File: src/rtl/core/sm4_pkg.sv
// SM4 shared definitions: state and register codes, S-box table, CK/FK constants
// and the word-level helper functions used by the round unit and the top level.
// No dependencies.
package sm4_pkg;

    localparam int NUM_ROUNDS = 32;
    localparam int RK_AW      = $clog2(NUM_ROUNDS);
    localparam int CFG_IDX_W  = 1;
    localparam logic [RK_AW-1:0] LAST_ROUND = RK_AW'(NUM_ROUNDS - 1);

    typedef logic [3:0][31:0] word4_t;

    typedef enum logic [2:0] {
        ST_IDLE,
        ST_EXPAND,
        ST_PREP,
        ST_RUN,
        ST_DRAIN
    } sm4_state_t;

    typedef enum logic [CFG_IDX_W-1:0] {
        REG_KEY_HIGH = 1'b0,
        REG_KEY_LOW  = 1'b1
    } cfg_reg_t;

    localparam logic [31:0] FK0 = 32'hA3B1BAC6;
    localparam logic [31:0] FK1 = 32'h56AA3350;
    localparam logic [31:0] FK2 = 32'h677D9197;
    localparam logic [31:0] FK3 = 32'hB27022DC;

    localparam logic [7:0] SBOX [256] = '{
        8'hD6, 8'h90, 8'hE9, 8'hFE, 8'hCC, 8'hE1, 8'h3D, 8'hB7,
        8'h16, 8'hB6, 8'h14, 8'hC2, 8'h28, 8'hFB, 8'h2C, 8'h05,
        8'h2B, 8'h67, 8'h9A, 8'h76, 8'h2A, 8'hBE, 8'h04, 8'hC3,
        8'hAA, 8'h44, 8'h13, 8'h26, 8'h49, 8'h86, 8'h06, 8'h99,
        8'h9C, 8'h42, 8'h50, 8'hF4, 8'h91, 8'hEF, 8'h98, 8'h7A,
        8'h33, 8'h54, 8'h0B, 8'h43, 8'hED, 8'hCF, 8'hAC, 8'h62,
        8'hE4, 8'hB3, 8'h1C, 8'hA9, 8'hC9, 8'h08, 8'hE8, 8'h95,
        8'h80, 8'hDF, 8'h94, 8'hFA, 8'h75, 8'h8F, 8'h3F, 8'hA6,
        8'h47, 8'h07, 8'hA7, 8'hFC, 8'hF3, 8'h73, 8'h17, 8'hBA,
        8'h83, 8'h59, 8'h3C, 8'h19, 8'hE6, 8'h85, 8'h4F, 8'hA8,
        8'h68, 8'h6B, 8'h81, 8'hB2, 8'h71, 8'h64, 8'hDA, 8'h8B,
        8'hF8, 8'hEB, 8'h0F, 8'h4B, 8'h70, 8'h56, 8'h9D, 8'h35,
        8'h1E, 8'h24, 8'h0E, 8'h5E, 8'h63, 8'h58, 8'hD1, 8'hA2,
        8'h25, 8'h22, 8'h7C, 8'h3B, 8'h01, 8'h21, 8'h78, 8'h87,
        8'hD4, 8'h00, 8'h46, 8'h57, 8'h9F, 8'hD3, 8'h27, 8'h52,
        8'h4C, 8'h36, 8'h02, 8'hE7, 8'hA0, 8'hC4, 8'hC8, 8'h9E,
        8'hEA, 8'hBF, 8'h8A, 8'hD2, 8'h40, 8'hC7, 8'h38, 8'hB5,
        8'hA3, 8'hF7, 8'hF2, 8'hCE, 8'hF9, 8'h61, 8'h15, 8'hA1,
        8'hE0, 8'hAE, 8'h5D, 8'hA4, 8'h9B, 8'h34, 8'h1A, 8'h55,
        8'hAD, 8'h93, 8'h32, 8'h30, 8'hF5, 8'h8C, 8'hB1, 8'hE3,
        8'h1D, 8'hF6, 8'hE2, 8'h2E, 8'h82, 8'h66, 8'hCA, 8'h60,
        8'hC0, 8'h29, 8'h23, 8'hAB, 8'h0D, 8'h53, 8'h4E, 8'h6F,
        8'hD5, 8'hDB, 8'h37, 8'h45, 8'hDE, 8'hFD, 8'h8E, 8'h2F,
        8'h03, 8'hFF, 8'h6A, 8'h72, 8'h6D, 8'h6C, 8'h5B, 8'h51,
        8'h8D, 8'h1B, 8'hAF, 8'h92, 8'hBB, 8'hDD, 8'hBC, 8'h7F,
        8'h11, 8'hD9, 8'h5C, 8'h41, 8'h1F, 8'h10, 8'h5A, 8'hD8,
        8'h0A, 8'hC1, 8'h31, 8'h88, 8'hA5, 8'hCD, 8'h7B, 8'hBD,
        8'h2D, 8'h74, 8'hD0, 8'h12, 8'hB8, 8'hE5, 8'hB4, 8'hB0,
        8'h89, 8'h69, 8'h97, 8'h4A, 8'h0C, 8'h96, 8'h77, 8'h7E,
        8'h65, 8'hB9, 8'hF1, 8'h09, 8'hC5, 8'h6E, 8'hC6, 8'h84,
        8'h18, 8'hF0, 8'h7D, 8'hEC, 8'h3A, 8'hDC, 8'h4D, 8'h20,
        8'h79, 8'hEE, 8'h5F, 8'h3E, 8'hD7, 8'hCB, 8'h39, 8'h48
    };

    function automatic logic [31:0] rotl32(input logic [31:0] v, input int unsigned n);
        return (v << n) | (v >> (32 - n));
    endfunction

    // byte-wise S-box substitution
    function automatic logic [31:0] sbox_word(input logic [31:0] v);
        return {SBOX[v[31:24]], SBOX[v[23:16]], SBOX[v[15:8]], SBOX[v[7:0]]};
    endfunction

    // CK[i] byte j = 7 * (4i + j) mod 256
    function automatic logic [31:0] ck_word(input logic [RK_AW-1:0] idx);
        logic [31:0] w;
        logic [7:0]  n;
        w = '0;
        for (int j = 0; j < 4; j++) begin
            n = {1'b0, idx, 2'(j)};
            w[31-8*j -: 8] = 8'(n * 8'd7);
        end
        return w;
    endfunction

endpackage

File: src/rtl/core/sm4_block_cipher_unit.sv
// SM4 block cipher top level: key registers, control FSM, block/key word
// registers and output register. Depends on sm4_pkg, sm4_rk_ram, sm4_round_unit.
//
// Usage:
//   Load the 128-bit key through the write port (cfg_index 0: key_high,
//   1: key_low) while the block is idle. A key write marks the round keys stale.
//   Input transactions (s_valid/s_ready) carry s_action (0 encrypt, 1 decrypt)
//   and the block as two 64-bit halves; each produces one output transaction
//   (m_valid/m_ready) with the 128-bit result.
//   From input acceptance to m_valid a block passes key fetch (ST_PREP),
//   32 rounds on the single shared round unit (ST_RUN) and output load
//   (ST_DRAIN). The first block after a key change runs the key schedule
//   (ST_EXPAND) beforehand, which writes one round key per cycle into the
//   round key RAM. A new block is taken only in the idle state, in which
//   s_ready is high for the next transaction, once the last one is loaded.
//   s_ready is high only while no block is in flight. A finished result waits
//   in the output register; if the receiver stalls, the next block is still
//   taken and computed, and holds before its output load until m_ready.
//   Reset clears control state and marks round keys stale; the round key RAM
//   is not cleared, as it is always written by the key schedule before use.
module sm4_block_cipher_unit (
    input  logic                         aclk,
    input  logic                         aresetn,
    input  logic                         cfg_we,
    input  logic [sm4_pkg::CFG_IDX_W-1:0] cfg_index,
    input  logic [63:0]                  cfg_data,
    input  logic                         s_valid,
    output logic                         s_ready,
    input  logic                         s_action,
    input  logic [63:0]                  s_block_high,
    input  logic [63:0]                  s_block_low,
    output logic                         m_valid,
    input  logic                         m_ready,
    output logic [63:0]                  m_result_high,
    output logic [63:0]                  m_result_low
);
    import sm4_pkg::*;

    sm4_state_t       state_reg, state_next;
    logic [63:0]      key_high_reg, key_low_reg;
    logic             keys_ready_reg;
    logic [RK_AW-1:0] cnt_reg;
    logic             dec_reg;
    word4_t           x_reg, k_reg;
    logic             m_valid_reg;
    logic [63:0]      res_high_reg, res_low_reg;

    logic             accept;
    logic             load_out;
    logic             rk_we;
    logic [RK_AW-1:0] rd_idx;
    logic [RK_AW-1:0] rk_raddr;
    logic [31:0]      rk_rdata;
    logic             key_mode;
    word4_t           rnd_w;
    logic [31:0]      rnd_rk;
    logic [31:0]      rnd_new;

    // FSM next state and control
    always_comb begin
        state_next = state_reg;
        s_ready    = 1'b0;
        load_out   = 1'b0;
        rk_we      = 1'b0;
        rd_idx     = RK_AW'(cnt_reg + RK_AW'(1));
        unique case (state_reg)
            ST_IDLE: begin
                s_ready = 1'b1;
                if (s_valid) begin
                    state_next = keys_ready_reg ? ST_PREP : ST_EXPAND;
                end
            end
            ST_EXPAND: begin
                rk_we = 1'b1;
                if (cnt_reg == LAST_ROUND) begin
                    state_next = ST_PREP;
                end
            end
            ST_PREP: begin
                rd_idx     = '0;
                state_next = ST_RUN;
            end
            ST_RUN: begin
                if (cnt_reg == LAST_ROUND) begin
                    state_next = ST_DRAIN;
                end
            end
            ST_DRAIN: begin
                if (!m_valid_reg || m_ready) begin
                    load_out   = 1'b1;
                    state_next = ST_IDLE;
                end
            end
            default: state_next = ST_IDLE;
        endcase
    end

    assign accept   = s_valid && s_ready;
    // decryption walks the round keys from the top down
    assign rk_raddr = dec_reg ? ~rd_idx : rd_idx;
    assign key_mode = (state_reg == ST_EXPAND);
    assign rnd_w    = key_mode ? k_reg : x_reg;
    assign rnd_rk   = key_mode ? ck_word(cnt_reg) : rk_rdata;

    sm4_round_unit u_round (
        .key_mode (key_mode),
        .w_in     (rnd_w),
        .rk       (rnd_rk),
        .w_new    (rnd_new)
    );

    sm4_rk_ram u_rk_ram (
        .aclk    (aclk),
        .wr_en   (rk_we),
        .wr_addr (cnt_reg),
        .wr_data (rnd_new),
        .rd_addr (rk_raddr),
        .rd_data (rk_rdata)
    );

    always_ff @(posedge aclk) begin
        if (!aresetn) begin
            state_reg <= ST_IDLE;
        end else begin
            state_reg <= state_next;
        end
    end

    // control state
    always_ff @(posedge aclk) begin
        if (!aresetn) begin
            key_high_reg   <= '0;
            key_low_reg    <= '0;
            keys_ready_reg <= 1'b0;
            cnt_reg        <= '0;
            m_valid_reg    <= 1'b0;
        end else begin
            if (cfg_we) begin
                keys_ready_reg <= 1'b0;
                unique case (cfg_reg_t'(cfg_index))
                    REG_KEY_HIGH: key_high_reg <= cfg_data;
                    REG_KEY_LOW:  key_low_reg  <= cfg_data;
                    default:      key_high_reg <= key_high_reg;
                endcase
            end else if (state_reg == ST_EXPAND && cnt_reg == LAST_ROUND) begin
                keys_ready_reg <= 1'b1;
            end

            if (accept || state_reg == ST_PREP) begin
                cnt_reg <= '0;
            end else if (state_reg == ST_EXPAND || state_reg == ST_RUN) begin
                cnt_reg <= RK_AW'(cnt_reg + RK_AW'(1));
            end

            if (load_out) begin
                m_valid_reg <= 1'b1;
            end else if (m_ready) begin
                m_valid_reg <= 1'b0;
            end
        end
    end

    // datapath registers
    always_ff @(posedge aclk) begin
        if (accept) begin
            dec_reg  <= s_action;
            x_reg[0] <= s_block_high[63:32];
            x_reg[1] <= s_block_high[31:0];
            x_reg[2] <= s_block_low[63:32];
            x_reg[3] <= s_block_low[31:0];
            k_reg[0] <= key_high_reg[63:32] ^ FK0;
            k_reg[1] <= key_high_reg[31:0]  ^ FK1;
            k_reg[2] <= key_low_reg[63:32]  ^ FK2;
            k_reg[3] <= key_low_reg[31:0]   ^ FK3;
        end else if (state_reg == ST_EXPAND) begin
            k_reg <= {rnd_new, k_reg[3], k_reg[2], k_reg[1]};
        end else if (state_reg == ST_RUN) begin
            x_reg <= {rnd_new, x_reg[3], x_reg[2], x_reg[1]};
        end
        if (load_out) begin
            res_high_reg <= {x_reg[3], x_reg[2]};
            res_low_reg  <= {x_reg[1], x_reg[0]};
        end
    end

    assign m_valid       = m_valid_reg;
    assign m_result_high = res_high_reg;
    assign m_result_low  = res_low_reg;

    a_stale_keys_expand: assert property (@(posedge aclk) disable iff (!aresetn)
        (accept && !keys_ready_reg) |=> state_reg == ST_EXPAND)
        else $error("block with stale round keys skipped key schedule");

    a_run_has_keys: assert property (@(posedge aclk) disable iff (!aresetn)
        (state_reg == ST_RUN && !cfg_we && !$past(cfg_we)) |-> keys_ready_reg)
        else $error("rounds running without expanded keys");

    a_last_round_drain: assert property (@(posedge aclk) disable iff (!aresetn)
        (state_reg == ST_RUN && cnt_reg == LAST_ROUND) |=> state_reg == ST_DRAIN)
        else $error("round count did not end in output load");

    a_valid_from_drain: assert property (@(posedge aclk) disable iff (!aresetn)
        $rose(m_valid_reg) |-> $past(state_reg == ST_DRAIN))
        else $error("result presented outside output load");

    a_no_write_in_run: assert property (@(posedge aclk) disable iff (!aresetn)
        (state_reg == ST_RUN || state_reg == ST_PREP) |-> !rk_we)
        else $error("round key RAM written while being read for rounds");

endmodule

File: src/rtl/core/sm4_rk_ram.sv
// Round key store: 32 x 32-bit synchronous RAM, one write and one read port,
// read data registered. Depends on sm4_pkg.
module sm4_rk_ram (
    input  logic                     aclk,
    input  logic                     wr_en,
    input  logic [sm4_pkg::RK_AW-1:0] wr_addr,
    input  logic [31:0]              wr_data,
    input  logic [sm4_pkg::RK_AW-1:0] rd_addr,
    output logic [31:0]              rd_data
);
    import sm4_pkg::*;

    logic [31:0] mem [NUM_ROUNDS];
    logic [31:0] rd_data_reg;

    always_ff @(posedge aclk) begin
        if (wr_en) begin
            mem[wr_addr] <= wr_data;
        end
    end

    always_ff @(posedge aclk) begin
        rd_data_reg <= mem[rd_addr];
    end

    assign rd_data = rd_data_reg;

endmodule

File: src/rtl/core/sm4_round_unit.sv
// Shared SM4 round: new word = w0 ^ T(w1 ^ w2 ^ w3 ^ rk), with the linear layer
// L (data rounds) or L' (key schedule) chosen by key_mode. Depends on sm4_pkg.
module sm4_round_unit (
    input  logic            key_mode,
    input  sm4_pkg::word4_t w_in,
    input  logic [31:0]     rk,
    output logic [31:0]     w_new
);
    import sm4_pkg::*;

    logic [31:0] t_in;
    logic [31:0] sub;
    logic [31:0] lin;

    always_comb begin
        t_in = w_in[1] ^ w_in[2] ^ w_in[3] ^ rk;
        sub  = sbox_word(t_in);
        if (key_mode) begin
            lin = sub ^ rotl32(sub, 13) ^ rotl32(sub, 23);
        end else begin
            lin = sub ^ rotl32(sub, 2) ^ rotl32(sub, 10) ^ rotl32(sub, 18)
                ^ rotl32(sub, 24);
        end
        w_new = w_in[0] ^ lin;
    end

endmodule

File: config.mk
export PLATFORM = sky130hd
export DESIGN_NAME = sm4_block_cipher_unit
export DESIGN_NICKNAME = d
export VERILOG_FILES = /design/src/rtl/core/sm4_pkg.sv /design/src/rtl/core/sm4_block_cipher_unit.sv /design/src/rtl/core/sm4_rk_ram.sv /design/src/rtl/core/sm4_round_unit.sv
export SDC_FILE = /design/constraint.sdc
export NUM_CORES = 2
export LEC_CHECK = 0
export ABC_AREA = 1
export BUFFER_PORTS_ARGS = -buffer_cell sky130_fd_sc_hd__buf_2
export CAP_MARGIN = 20
export CORE_ASPECT_RATIO = 0.5
export CORE_UTILIZATION = 56
export DETAILED_ROUTE_END_ITERATION = 12
export PLACE_DENSITY_LB_ADDON = 0.08
export SLEW_MARGIN = 20
export SYNTH_ARGS = -nofsm -noshare
export SYNTH_HDL_FRONTEND = slang
export SYNTH_SLANG_ARGS = --single-unit
File: constraint.sdc
create_clock -name aclk -period 10.2 [get_ports aclk]
set_clock_uncertainty 0.15 [all_clocks]
set_input_delay 2.04 -clock aclk [delete_from_list [all_inputs] [get_ports aclk]]
set_output_delay 2.04 -clock aclk [all_outputs]
set_load 0.02 [all_outputs]
==> PnR_summary.wiki <==
{| class="wikitable"
! Metric !! Value
|-
| Result of the run || finished clean
|-
| Vias per Instance || 6.45
|-
| Row cnt || 97
|-
| Clock slew at reported path FFs || 0.07 ns
|-
| Total wire length after detailed routing || 301 mm
|-
| Count of filler cells inserted in the layout || 12000
|-
| Core footprint || 141000 um^2
|-
| Cell count after synthesis || 8927
|-
| Class of the most critical setup path || register to register
|-
| Number of resized instances in the post-cts repair step || 0
|-
| Count of buffers from port buffering || 328
|-
| Max_cap viols || 0
|-
| Antenna violations before repair || 29
|-
| Depth of the worst hold-timing path || 0
|-
| Top post-synthesis cells by count || 2339 x sky130_fd_sc_hd__nand2_1, 1409 x sky130_fd_sc_hd__edfxtp_1, 1397 x sky130_fd_sc_hd__nand3_1
|-
| Final Cycle Share || 70.3%
|-
| WP data required || 10.45 ns
|-
| Library cell with the largest summed area after synthesis || sky130_fd_sc_hd__edfxtp_1
|-
| Wire length of the first global-routing pass || 431 mm
|-
| Number of warning messages in the yosys log || 0
|-
| Flip-flop count of the largest register after layout || 1024
|-
| Aggregate global-route resource usage || 40.2%
|-
| Number of buffers on the longest clock path || 3
|-
| Slew Limit Headroom || 22.5%
|-
| Worst-Margin Slew || 1.16 ns
|-
| Number of violations reported at the end of detailed-routing iteration 0 || 11000
|-
| Starting Density || 57.0%
|-
| Flip-flop and latch count after synthesis || 1579
|-
| Final hold vios || 0
|-
| Clock Sinks || 1579
|-
| Width of the chip || 538 um
|-
| Num CTS Buffers || 141
|-
| Layout net count || 9226
|-
| Top-level I/O count || 329
|-
| DIE HEIGHT || 270 um
|-
| Endpoints failing setup || 0
|-
| First drt pass iteration count || 9
|-
| Summed instance area of the synthesized netlist || 80500 um^2
|-
| Final weighted congestion in routability-driven placement || 1.04
|-
| Share of synthesized flip-flops with an asynchronous set or reset || 0%
|-
| Root Buffer || sky130_fd_sc_hd__clkbuf_16
|-
| Unrepaired setup endpoints after global routing || false
|-
| Flip-flop and latch area || 45700 um^2
|-
| Worst Reg-to-Reg Cells || 24
|-
| Post-CTS Setup Inserts || 0
|-
| Remaining number of nets flagged by the antenna check after routing || 0
|-
| Number of global-route vias before repair || 64100
|-
| Netlist cell types || 53
|-
| Fraction of final layout cells with drive strength greater than 1 || 10.6%
|-
| Area of combinational cells with multiple inputs || 31200 um^2
|-
| Worst Path Arrival || 7.42 ns
|-
| Setup crit start kind || register
|-
| Slew Limit Fails || 0
|-
| Maximum achievable frequency || 139 MHz
|-
| Max stage delay cell, worst path || sky130_fd_sc_hd__and2_1
|-
| Mean area per synthesized cell || 9.02 um^2
|-
| Chain of cells forming the critical path || inv_2, nand3_4, buf_12, o21ai_0, nand3_1, nand2_1, nand2_1, nand2_2, buf_4, nand3_1, nand3_1, nand3_1, nand3_1, nand3_1, nand2_2, inv_2, nand2_2, nand2_1, nand2_1, nand3_1, nand3_1, nand2_1, nand2_1, and2_1
|-
| Area growth from synthesis to final layout || 9.32%
|-
| Count leader, synth || sky130_fd_sc_hd__nand2_1
|-
| # DRC || 0
|-
| Main area contributors after synthesis || sky130_fd_sc_hd__edfxtp_1 53%, sky130_fd_sc_hd__nand2_1 11%, sky130_fd_sc_hd__nand3_1 8.7%
|-
| Highest net fanout along the worst path || 65
|-
| Total via count in the routed design || 70800
|-
| Largest net degree at the start of global routing || 224
|-
| Share of synthesized area occupied by flip-flops and latches || 56.8%
|-
| Level count of the clock H-tree || 4
|-
| Sum of negative setup slack || 0 ns
|-
| Post-route minimum period || 7.17 ns
|-
| Dominant register cell in the synthesized netlist || sky130_fd_sc_hd__edfxtp_1
|-
| Clock tree from TritonCTS || yes
|-
| Post-Syn Nets || 9187
|-
| Critical Path End Type || register
|-
| Cts-stage hold buffer count || 0
|-
| Die area || 145000 um^2
|-
| HP Class || register to register
|-
| Critical Path Most Common Cell || sky130_fd_sc_hd__nand3_1
|-
| DP HPWL || 188 mm
|-
| Routed length per placed instance || 27.4 um
|-
| Total overflow reported by the global router || 0
|-
| Worst stage delay on the critical path || 0.90 ns
|-
| Clock Latency Late Sink || 0.79 ns
|-
| Number of enable flip-flop cells after synthesis || 1409
|-
| Proportion of netlist area held by the largest area contributor || 52.6%
|}
## through the flow
stage / cells / util [%] / worst slack, ns / instance area, um^2 / hold slack, ns
finish: 11000 / 62.3 / 3.03 / 88000 / 0.299
global placement: 10700 / 58.9 / 3.24 / 83300 / 0.278
detailed placement: 10700 / 58.9 / 3.24 / 83300 / 0.284
global route: 11000 / 62.3 / 2.61 / 88000 / 0.314
CTS: 11000 / 62.3 / 3.19 / 87900 / 0.299
floorplan: 8927 / - / 2.05 / 80500 / 0.271
## worst max-delay path: cells and delay by family, from the launching register on
family | cells | cell delay [ns]
flops | 1 | 0.39
buf+inv | 4 | 1.65
compound gates | 1 | 0.20
simple gates | 19 | 4.28
## path summary, 6_finish.rpt
kind / start / end / slack, ns
worst min register to register: x_reg[110] / m_result_high[46] / 0.30
worst min-delay path: x_reg[110] / m_result_high[46] / 0.30
worst max register to register: state_reg[1] / u_rk_ram.mem[14][29] / 3.03
worst max-delay path: state_reg[1] / u_rk_ram.mem[14][29] / 3.03
## layout make-up
cell class                 count  share of cell area (%)
inverter                     353                    1.54
antenna                       17                  0.0483
multi-input combinational   6440                    35.4
clock buffer                 192                    4.39
clock inverter                69                   0.933
tap                         1881                    2.67
timing repair buffer         451                    3.03
sequential                  1579                    51.9
## placed cells by master, fill, tap and decap left out, types with 17 or more instances in the layout
| cell | count |
|---|---|
| sky130_fd_sc_hd__clkbuf_16 | 142 |
| sky130_fd_sc_hd__xor2_1 | 44 |
| sky130_fd_sc_hd__buf_2 | 327 |
| sky130_fd_sc_hd__a31oi_1 | 60 |
| sky130_fd_sc_hd__nand4_1 | 20 |
| sky130_fd_sc_hd__nand2_1 | 2332 |
| sky130_fd_sc_hd__nand3_1 | 1397 |
| sky130_fd_sc_hd__dfxtp_1 | 170 |
| sky130_fd_sc_hd__o21ai_1 | 39 |
| sky130_fd_sc_hd__o21ai_0 | 843 |
| sky130_fd_sc_hd__nor2_1 | 882 |
| sky130_fd_sc_hd__clkbuf_1 | 38 |
| sky130_fd_sc_hd__edfxtp_1 | 1409 |
| sky130_fd_sc_hd__and2_1 | 20 |
| sky130_fd_sc_hd__buf_4 | 115 |
| sky130_fd_sc_hd__or2_2 | 47 |
| sky130_fd_sc_hd__clkinv_2 | 20 |
| sky130_fd_sc_hd__o211ai_1 | 66 |
| sky130_fd_sc_hd__clkinv_1 | 23 |
| sky130_fd_sc_hd__xnor2_1 | 40 |
| sky130_fd_sc_hd__inv_2 | 45 |
| sky130_fd_sc_hd__nand2_2 | 96 |
| sky130_fd_sc_hd__a21oi_1 | 79 |
| sky130_fd_sc_hd__o22ai_1 | 60 |
| sky130_fd_sc_hd__inv_1 | 297 |
| sky130_fd_sc_hd__diode_2 | 17 |
| sky130_fd_sc_hd__o221ai_1 | 197 |
| sky130_fd_sc_hd__ha_1 | 55 |
| sky130_fd_sc_hd__nor2_4 | 39 |
## logic make-up after synthesis
group | after synthesis | synth area share, %
buffers and inverters | 908 | 5.00
adders and majority gates | 61 | 1.00
and+or+nand+nor | 4908 | 26.1
DFF | 1579 | 56.8
xor gates and xnor gates | 96 | 1.11
muxes | 3 | 0.0373
AOI/OAI and AO/OA | 1372 | 9.97
## per-layer routing
layer | wire (um) | up-vias | global-route usage, %
met4 | 14500 | 8 | 18.4
met2 | 130000 | 4832 | 59.3
met5 | 65 | - | 0
met1 | 117000 | 34000 | 57.3
li1 | - | 31100 | -
met3 | 38900 | 816 | 8.38
Power is left out: the tool's default activity adds up to more than one toggle a clock period on the data nets, which glitch-free logic cannot reach.
